[src/design/mdtp_pkg.sv]
package mdtp_pkg;

  localparam int COUNT_BITS_DEF = 16;
  localparam int ARG_W          = 16;
  localparam int QDEPTH         = 4;

  localparam logic [7:0] CH_OPEN  = 8'h28;
  localparam logic [7:0] CH_CLOSE = 8'h29;
  localparam logic [7:0] CH_ARRAY = 8'h5B;
  localparam logic [7:0] CH_CLASS = 8'h4C;
  localparam logic [7:0] CH_SEMI  = 8'h3B;
  localparam logic [7:0] CH_VOID  = 8'h56;

  typedef struct packed {
    logic             item_kind;
    logic [7:0]       tag_char;
    logic [ARG_W-1:0] arg_number;
    logic             well_formed;
    logic             run_end;
  } res_t;

  typedef struct packed {
    logic wr0;
    logic wr1;
    res_t d0;
    res_t d1;
  } push_t;

endpackage

[src/design/mdtp_if.sv]
interface mdtp_in_if;
  logic       valid;
  logic       ready;
  logic [7:0] char_byte;
  logic       final_byte;

  modport source (output valid, output char_byte, output final_byte, input ready);
  modport sink (input valid, input char_byte, input final_byte, output ready);
endinterface

interface mdtp_out_if;
  logic        valid;
  logic        ready;
  logic        item_kind;
  logic [7:0]  tag_char;
  logic [15:0] arg_number;
  logic        well_formed;
  logic        run_end;

  modport source (output valid, output item_kind, output tag_char, output arg_number,
                  output well_formed, output run_end, input ready);
  modport sink (input valid, input item_kind, input tag_char, input arg_number,
                input well_formed, input run_end, output ready);
endinterface

[src/design/method_descriptor_tag_parser.sv]
// Method descriptor tag parser.
// The input channel in_ch carries one descriptor byte per word, with
// final_byte set on the last byte. The output channel out_ch carries an
// argument word (item_kind 0) for each argument type and, on the final byte,
// a summary word (item_kind 1) with the validity flag, the argument count and
// the return tag. run_end marks the last word caused by one input byte.
// A byte accepted into the input stage register is decoded from there, and its
// words are written into the result queue, from whose head they are presented.
// The block accepts one byte every cycle while the queue has room; a byte that
// yields two words writes both into the four-word result queue together.
// The decode stage holds its byte while the queue has fewer than two free
// entries, so in_ch.ready drops only while the decode stage holds its byte.
// No word is dropped or repeated under back-pressure.
// A synchronous reset (rst_n low) empties the queue and the input stage and
// returns the parser to waiting for the opening parenthesis; it also returns
// there by itself after each final byte.
module method_descriptor_tag_parser import mdtp_pkg::*; #(
  parameter int COUNT_BITS = COUNT_BITS_DEF
) (
  input  logic       clk,
  input  logic       rst_n,
  mdtp_in_if.sink    in_ch,
  mdtp_out_if.source out_ch
);

  push_t push;
  logic  room;

  mdtp_core #(
    .COUNT_BITS (COUNT_BITS)
  ) u_core (
    .clk   (clk),
    .rst_n (rst_n),
    .in_ch (in_ch),
    .room  (room),
    .push  (push)
  );

  mdtp_queue u_queue (
    .clk    (clk),
    .rst_n  (rst_n),
    .push   (push),
    .room   (room),
    .out_ch (out_ch)
  );

endmodule

[src/design/mdtp_core.sv]
module mdtp_core import mdtp_pkg::*; #(
  parameter int COUNT_BITS = COUNT_BITS_DEF
) (
  input  logic      clk,
  input  logic      rst_n,
  mdtp_in_if.sink   in_ch,
  input  logic      room,
  output push_t     push
);

  localparam logic [2:0] PH_OPEN  = 3'd0;
  localparam logic [2:0] PH_ARGS  = 3'd1;
  localparam logic [2:0] PH_ARRAY = 3'd2;
  localparam logic [2:0] PH_NAME  = 3'd3;
  localparam logic [2:0] PH_RET   = 3'd4;
  localparam logic [2:0] PH_DONE  = 3'd5;
  localparam logic [2:0] PH_SEEK  = 3'd6;

  localparam logic [COUNT_BITS-1:0] CNT_MAX = '1;

  logic                  s1_valid_r;
  logic [7:0]            s1_char_r;
  logic                  s1_fin_r;
  logic                  proc;

  logic [2:0]            phase_r, phase_nxt;
  logic [COUNT_BITS-1:0] total_r, total_nxt;
  logic [7:0]            ret_r, ret_nxt;
  logic                  failed_r, failed_nxt;
  logic                  emit;
  logic                  ok;
  logic [7:0]            rt;
  res_t                  arg_res;
  res_t                  sum_res;

  assign in_ch.ready = !s1_valid_r || room;
  assign proc        = s1_valid_r && room;

  always_ff @(posedge clk) begin
    if (!rst_n) begin
      s1_valid_r <= 1'b0;
    end else if (in_ch.valid && in_ch.ready) begin
      s1_valid_r <= 1'b1;
    end else if (room) begin
      s1_valid_r <= 1'b0;
    end
  end

  always_ff @(posedge clk) begin
    if (in_ch.valid && in_ch.ready) begin
      s1_char_r <= in_ch.char_byte;
      s1_fin_r  <= in_ch.final_byte;
    end
  end

  always_comb begin
    phase_nxt  = phase_r;
    total_nxt  = total_r;
    ret_nxt    = ret_r;
    failed_nxt = failed_r;
    emit       = 1'b0;
    case (phase_r)
      PH_OPEN: begin
        if (s1_char_r == CH_OPEN) begin
          phase_nxt = PH_ARGS;
        end else begin
          failed_nxt = 1'b1;
          phase_nxt  = (s1_char_r == CH_CLOSE) ? PH_RET : PH_SEEK;
        end
      end
      PH_ARGS: begin
        if (s1_char_r == CH_CLOSE) begin
          phase_nxt = PH_RET;
        end else begin
          emit = 1'b1;
          if (s1_char_r == CH_ARRAY) begin
            phase_nxt = PH_ARRAY;
          end else if (s1_char_r == CH_CLASS) begin
            phase_nxt = PH_NAME;
          end
        end
      end
      PH_ARRAY: begin
        if (s1_char_r == CH_CLASS) begin
          phase_nxt = PH_NAME;
        end else if (s1_char_r != CH_ARRAY) begin
          phase_nxt = PH_ARGS;
        end
      end
      PH_NAME: begin
        if (s1_char_r == CH_SEMI) begin
          phase_nxt = PH_ARGS;
        end
      end
      PH_RET: begin
        ret_nxt   = s1_char_r;
        phase_nxt = PH_DONE;
      end
      PH_SEEK: begin
        if (s1_char_r == CH_CLOSE) begin
          phase_nxt = PH_RET;
        end
      end
      PH_DONE: begin
        phase_nxt = PH_DONE;
      end
      default: begin
        phase_nxt = PH_DONE;
      end
    endcase
    if (emit && total_r != CNT_MAX) begin
      total_nxt = total_r + 1'b1;
    end
  end

  assign ok = !failed_nxt && (phase_nxt == PH_RET || phase_nxt == PH_DONE);
  assign rt = (phase_nxt == PH_DONE) ? ret_nxt : CH_VOID;

  assign arg_res = '{item_kind: 1'b0, tag_char: s1_char_r, arg_number: ARG_W'(total_r),
                     well_formed: 1'b0, run_end: !s1_fin_r};
  assign sum_res = '{item_kind: 1'b1, tag_char: rt, arg_number: ARG_W'(total_nxt),
                     well_formed: ok, run_end: 1'b1};

  assign push.wr0 = proc && (emit || s1_fin_r);
  assign push.wr1 = proc && emit && s1_fin_r;
  assign push.d0  = emit ? arg_res : sum_res;
  assign push.d1  = sum_res;

  // The final byte of a descriptor returns the parser to its reset state.
  always_ff @(posedge clk) begin
    if (!rst_n) begin
      phase_r  <= PH_OPEN;
      total_r  <= '0;
      ret_r    <= CH_VOID;
      failed_r <= 1'b0;
    end else if (proc) begin
      if (s1_fin_r) begin
        phase_r  <= PH_OPEN;
        total_r  <= '0;
        ret_r    <= CH_VOID;
        failed_r <= 1'b0;
      end else begin
        phase_r  <= phase_nxt;
        total_r  <= total_nxt;
        ret_r    <= ret_nxt;
        failed_r <= failed_nxt;
      end
    end
  end

endmodule

[src/design/mdtp_queue.sv]
module mdtp_queue import mdtp_pkg::*; (
  input  logic       clk,
  input  logic       rst_n,
  input  push_t      push,
  output logic       room,
  mdtp_out_if.source out_ch
);

  localparam int PW = $clog2(QDEPTH);
  localparam int CW = $clog2(QDEPTH + 1);

  res_t          mem [QDEPTH];
  logic [PW-1:0] head_r, tail_r;
  logic [CW-1:0] cnt_r, cnt_nxt;
  logic          pop;
  res_t          head_word;

  assign pop       = (cnt_r != '0) && out_ch.ready;
  assign room      = cnt_r <= CW'(QDEPTH - 2);
  assign cnt_nxt   = cnt_r + CW'(push.wr0) + CW'(push.wr1) - CW'(pop);
  assign head_word = mem[head_r];

  assign out_ch.valid       = cnt_r != '0;
  assign out_ch.item_kind   = head_word.item_kind;
  assign out_ch.tag_char    = head_word.tag_char;
  assign out_ch.arg_number  = head_word.arg_number;
  assign out_ch.well_formed = head_word.well_formed;
  assign out_ch.run_end     = head_word.run_end;

  always_ff @(posedge clk) begin
    if (push.wr0) begin
      mem[tail_r] <= push.d0;
    end
    if (push.wr1) begin
      mem[PW'(tail_r + 1'b1)] <= push.d1;
    end
  end

  always_ff @(posedge clk) begin
    if (!rst_n) begin
      head_r <= '0;
      tail_r <= '0;
      cnt_r  <= '0;
    end else begin
      cnt_r <= cnt_nxt;
      if (pop) begin
        head_r <= PW'(head_r + 1'b1);
      end
      tail_r <= PW'(tail_r + PW'(push.wr0) + PW'(push.wr1));
    end
  end

endmodule

[src/flat_wrapper.sv]
// flat-port wrapper written by rule: the top's interface ports become plain ports
module method_descriptor_tag_parser_flat import mdtp_pkg::*;
#(
  parameter int COUNT_BITS = COUNT_BITS_DEF
)
  (clk, rst_n, in_ch_valid, in_ch_char_byte, in_ch_final_byte, in_ch_ready, out_ch_valid, out_ch_item_kind, out_ch_tag_char, out_ch_arg_number, out_ch_well_formed, out_ch_run_end, out_ch_ready);
  mdtp_in_if in_ch_i ();
  mdtp_out_if out_ch_i ();
  input  logic clk;
  input  logic rst_n;
  input wire logic [$bits(in_ch_i.valid)-1:0] in_ch_valid;
  input wire logic [$bits(in_ch_i.char_byte)-1:0] in_ch_char_byte;
  input wire logic [$bits(in_ch_i.final_byte)-1:0] in_ch_final_byte;
  output wire logic [$bits(in_ch_i.ready)-1:0] in_ch_ready;
  output wire logic [$bits(out_ch_i.valid)-1:0] out_ch_valid;
  output wire logic [$bits(out_ch_i.item_kind)-1:0] out_ch_item_kind;
  output wire logic [$bits(out_ch_i.tag_char)-1:0] out_ch_tag_char;
  output wire logic [$bits(out_ch_i.arg_number)-1:0] out_ch_arg_number;
  output wire logic [$bits(out_ch_i.well_formed)-1:0] out_ch_well_formed;
  output wire logic [$bits(out_ch_i.run_end)-1:0] out_ch_run_end;
  input wire logic [$bits(out_ch_i.ready)-1:0] out_ch_ready;
  assign in_ch_i.valid = in_ch_valid;
  assign in_ch_i.char_byte = in_ch_char_byte;
  assign in_ch_i.final_byte = in_ch_final_byte;
  assign in_ch_ready = in_ch_i.ready;
  assign out_ch_valid = out_ch_i.valid;
  assign out_ch_item_kind = out_ch_i.item_kind;
  assign out_ch_tag_char = out_ch_i.tag_char;
  assign out_ch_arg_number = out_ch_i.arg_number;
  assign out_ch_well_formed = out_ch_i.well_formed;
  assign out_ch_run_end = out_ch_i.run_end;
  assign out_ch_i.ready = out_ch_ready;
  method_descriptor_tag_parser #(.COUNT_BITS(COUNT_BITS)) u_core (.clk(clk), .rst_n(rst_n), .in_ch(in_ch_i), .out_ch(out_ch_i));
endmodule
[config.mk]
export PLATFORM = sky130hd
export DESIGN_NAME = method_descriptor_tag_parser_flat
export DESIGN_NICKNAME = d
export VERILOG_FILES = /design/src/design/mdtp_pkg.sv /design/src/design/mdtp_if.sv /design/src/design/method_descriptor_tag_parser.sv /design/src/design/mdtp_core.sv /design/src/design/mdtp_queue.sv /design/src/flat_wrapper.sv
export SDC_FILE = /design/constraint.sdc
export NUM_CORES = 1
export LEC_CHECK = 0
export ABC_AREA = 1
export BUFFER_PORTS_ARGS = -buffer_cell sky130_fd_sc_hd__buf_2
export CAP_MARGIN = 20
export CELL_PAD_IN_SITES_DETAIL_PLACEMENT = 1
export CELL_PAD_IN_SITES_GLOBAL_PLACEMENT = 1
export CORE_MARGIN = 4
export CORE_UTILIZATION = 43
export CTS_CLUSTER_DIAMETER = 30
export DETAILED_ROUTE_END_ITERATION = 8
export HOLD_SLACK_MARGIN = 0.06
export PLACE_DENSITY = 0.82
export SLEW_MARGIN = 40
export SYNTH_ARGS = -nofsm -noshare
export SYNTH_HDL_FRONTEND = slang
export SYNTH_SLANG_ARGS = --single-unit
[constraint.sdc]
create_clock -name clk -period 2.6 [get_ports clk]
set_input_delay 0 -clock clk [delete_from_list [all_inputs] [get_ports clk]]
set_output_delay 0 -clock clk [all_outputs]
set_load 0.1 [all_outputs]
==> run_results.csv <==
group,metric,value,unit
outcome,outcome,"finished, final reports clean",
worst_setup_path,cp-start-kind,"flop",
clocking,cts_tree,"done",
logic_synthesis,ys_seq_area_share,54.6,%
placed_design,routabilityCongestion,0.813,
cells_and_area,drive_above_1_share,15.5,%
cells_and_area,antennaDiodeCount,0,
timing,fmax,409,MHz
detailed_routing,finalWirelength,23900,µm
timing,hold_violations,0,
global_route,grt_usage,24.3,%
global_route,grt_antenna_before_repair,0,
cells_and_area,stdcell_count,1177,
timing,clock_skew,0.00854,ns
worst_setup_path,critPathArrivalTime,2.77,ns
clocking,clock_path_buffers,2,
pwr,powerDensity,914,nW/µm²
global_route,grt_pass1_vias,6859,
timing,setup_viol,0,
cells_and_area,final_cell_mix,"nand2_1, nor2_1, edfxtp_1",
worst_setup_path,r2r_end,"u_core.u_queue.cnt_r[2]",
logic_synthesis,synth_area,7690,µm²
cells_and_area,multi_input_area,3030,µm²
detailed_routing,drtPass1Iterations,5,
detailed_routing,via_per_inst,5.72,
pwr,ir_worst_vdd,602,µV
worst_setup_path,cp-startpoint,"u_core.u_core.s1_char_r[4]",
cells_and_area,area_growth,17.8,%
cells_and_area,final-seq-area,4200,µm²
worst_setup_path,critical_path_buf_inv_count,2,
clocking,cts.clk_slew.worst_paths,0.07,ns
logic_synthesis,synthCells,870,
logic_synthesis,synth.avg_cell_area,8.83,µm²
cells_and_area,nFillCells,2078,
detailed_routing,num_vias,6733,
clocking,cts.sinks,155,
worst_setup_path,worstPathRequired,2.92,ns
timing,min_period_over_period,94.1,%
placed_design,dp_cells,1127,
clocking,cts_buffers,17,
detailed_routing,avgRoutedWirePerCell,20.3,µm
logic_synthesis,syn-num-nets,889,
worst_setup_path,slowest_delay,0.42,ns
worst_setup_path,critical_path_class,"flop to flop",
worst_setup_path,crit_end,"u_core.u_queue.cnt_r[2]",
job,drv_cap,0,
detailed_routing,drt_iter0_drc,534,
logic_synthesis,synth-seq-cells,155,
logic_synthesis,ys_warn_count,0,
timing,max_slew_margin,58.3,%
floorplanning,pin_count,42,
floorplanning,core_area,17400,µm²
cells_and_area,final_common_cell,"nand2_1",
placed_design,place.detailed.hpwl,15100,µm
worst_setup_path,ff2ff_setup_slack,0.15,ns
pwr,p_leak,3.21,nW
worst_setup_path,cp_max_fo,4,
global_route,overflow,0,
worst_setup_path,worst_setup_path_end_kind,"flop",
worst_setup_path,cp_top_family,"adder cells",
floorplanning,initial_core_util,44.1,%
timing,slew_violations,0,
clocking,cts-root-buf,"clkbuf_16",
worst_setup_path,r2r_start,"u_core.u_core.s1_char_r[4]",
floorplanning,rows,48,
timing,worst_pin_slew,0.622,ns
placed_design,numPortBuffers,41,
clocking,cts_max_level,4,
worst_setup_path,worstRegToRegCells,13,
worst_setup_path,crit_chain,"inv_1 -> nand2_1 -> nor2_2 -> nand3_2 -> nand2_2 -> nor2_4 -> nand2_1 -> ha_1 -> inv_1 -> fa_1 -> fa_1 -> xor2_1 -> nor2_1",
global_route,grt_max_degree,55,
floorplanning,design.die.area,20100,µm²
timing,period_minus_slack,2.45,ns
logic_synthesis,ys_types,35,
worst_setup_path,slowest_stage,"edfxtp_1",
floorplanning,die_x,142,µm
pwr,power,8.28,mW
clocking,clock_latency,0.43,ns
cells_and_area,fin_util,52.0,%
min_path,hold_path.class,"input pin to flop",
detailed_routing,drc,0,
floorplanning,dieHeight,142,µm
cells_and_area,fin_nets,958,
global_route,grt_first_pass_wirelength,37800,µm
worst_setup_path,worstSetupPathDepth,13,
detailed_routing,ant_nets,0,
metal layers:
metal  wire, µm  track usage, %
met1      10500            32.0
met2      11800            41.4
met3       1160            3.81
met4        466            7.22
met5          0               0
registers in the layout, indices dropped and copies added, names as in the netlist, named ones only:
register and cells:
u_core.u_core.s1_valid_r 1, u_core.u_core.phase_r 3, u_core.u_core.s1_fin_r 1, u_core.u_core.s1_char_r 8, u_core.u_queue.head_r 2, u_core.u_queue.mem 108
u_core.u_core.ret_r 8, u_core.u_queue.tail_r 2, u_core.u_core.total_r 16, u_core.u_core.failed_r 1, u_core.u_queue.cnt_r 3
what timing repair did:
action,4_1_cts,5_1_grt
gates resized for setup,2,5
pin swaps,0,3
hold buffers,13,0
buffers inserted,0,5
endpoints found under the setup margin,2,2
hold endpoints to repair,26,0
synthesized netlist by cell type:
library cell  count  area share, %
and2_1            1          0.081
buf_6             5           0.73
nand2_4           6           0.88
edfxtp_1        109             43
xor2_1            6           0.68
xnor2_1           2           0.23
nand2_2           5           0.41
fa_1              3           0.78
a21oi_1          28            1.8
nor3_1            4           0.26
buf_4             3           0.29
o22ai_1          74            6.0
buf_2            10           0.65
nand4_1           6           0.49
nor2_1          121            5.9
nor2_4            3           0.44
a22oi_1           8           0.78
o21ai_1           1          0.065
ha_1              3           0.49
nand2_1         191            9.3
nand3_1          21            1.4
clkinv_1          2          0.098
inv_2             9           0.44
dfxtp_1          46             12
nand3_2           3           0.39
nor2b_1           1          0.081
clkbuf_1         21            1.0
o22ai_2           1           0.16
nor3_4            1           0.21
nor2_8            2           0.52
inv_1            58            2.8
nor2_2            3           0.24
buf_12            1           0.26
o21ai_0         107            7.0
o211ai_1          5           0.49
metrics by stage:
step	setup TNS (ns)	setup WS [ns]	hold WS (ns)	cell area [µm²]
floorplan	0	0.0830	0.0989	7690
global placement	0	0.203	0.179	8250
detailed placement	0	0.0713	0.179	8250
CTS	0	0.0362	0.259	9000
global route	-0.0176	-0.0176	0.274	9050
finish	0	0.153	0.274	9050
worst min-delay path by stage:
stage / from / to / slack [ns] / cells past startpoint
6_report: in_ch_final_byte / u_core.u_core.s1_fin_r / 0.27 / 2
3_5_place_dp: in_ch_final_byte / u_core.u_core.s1_fin_r / 0.18 / 1
4_1_cts: in_ch_final_byte / u_core.u_core.s1_fin_r / 0.26 / 2
3_3_place_gp: in_ch_char_byte[3] / u_core.u_core.s1_char_r[3] / 0.18 / 1
2_1_floorplan: in_ch_char_byte[0] / u_core.u_core.s1_char_r[0] / 0.1 / 0
5_1_grt: in_ch_char_byte[7] / u_core.u_core.s1_char_r[7] / 0.27 / 2
layout make-up:
class                   count  area share (%)
clock buffers              21            5.09
clock inverters            11            1.73
multi-input cells         606            33.5
inverters                  69            2.86
repair buffers             90            7.38
flip-flops and latches    155            46.4
well taps                 225            3.11
cells by family after synthesis:
kind of cell / share of synthesized area (%)
xor+xnor: 0.912
flops: 54.6
fa+ha+maj: 1.27
compound gates: 16.3
simple gates: 20.6
buf+inv: 6.33
power breakdown:
group	total [mW]	internal (mW)	switching [mW]
clock network	2.62	1.58	1.05
registers	2.90	2.79	0.112
logic	2.75	0.489	2.26
total	8.28	4.86	3.42
(Power assumes the default switching activity.)
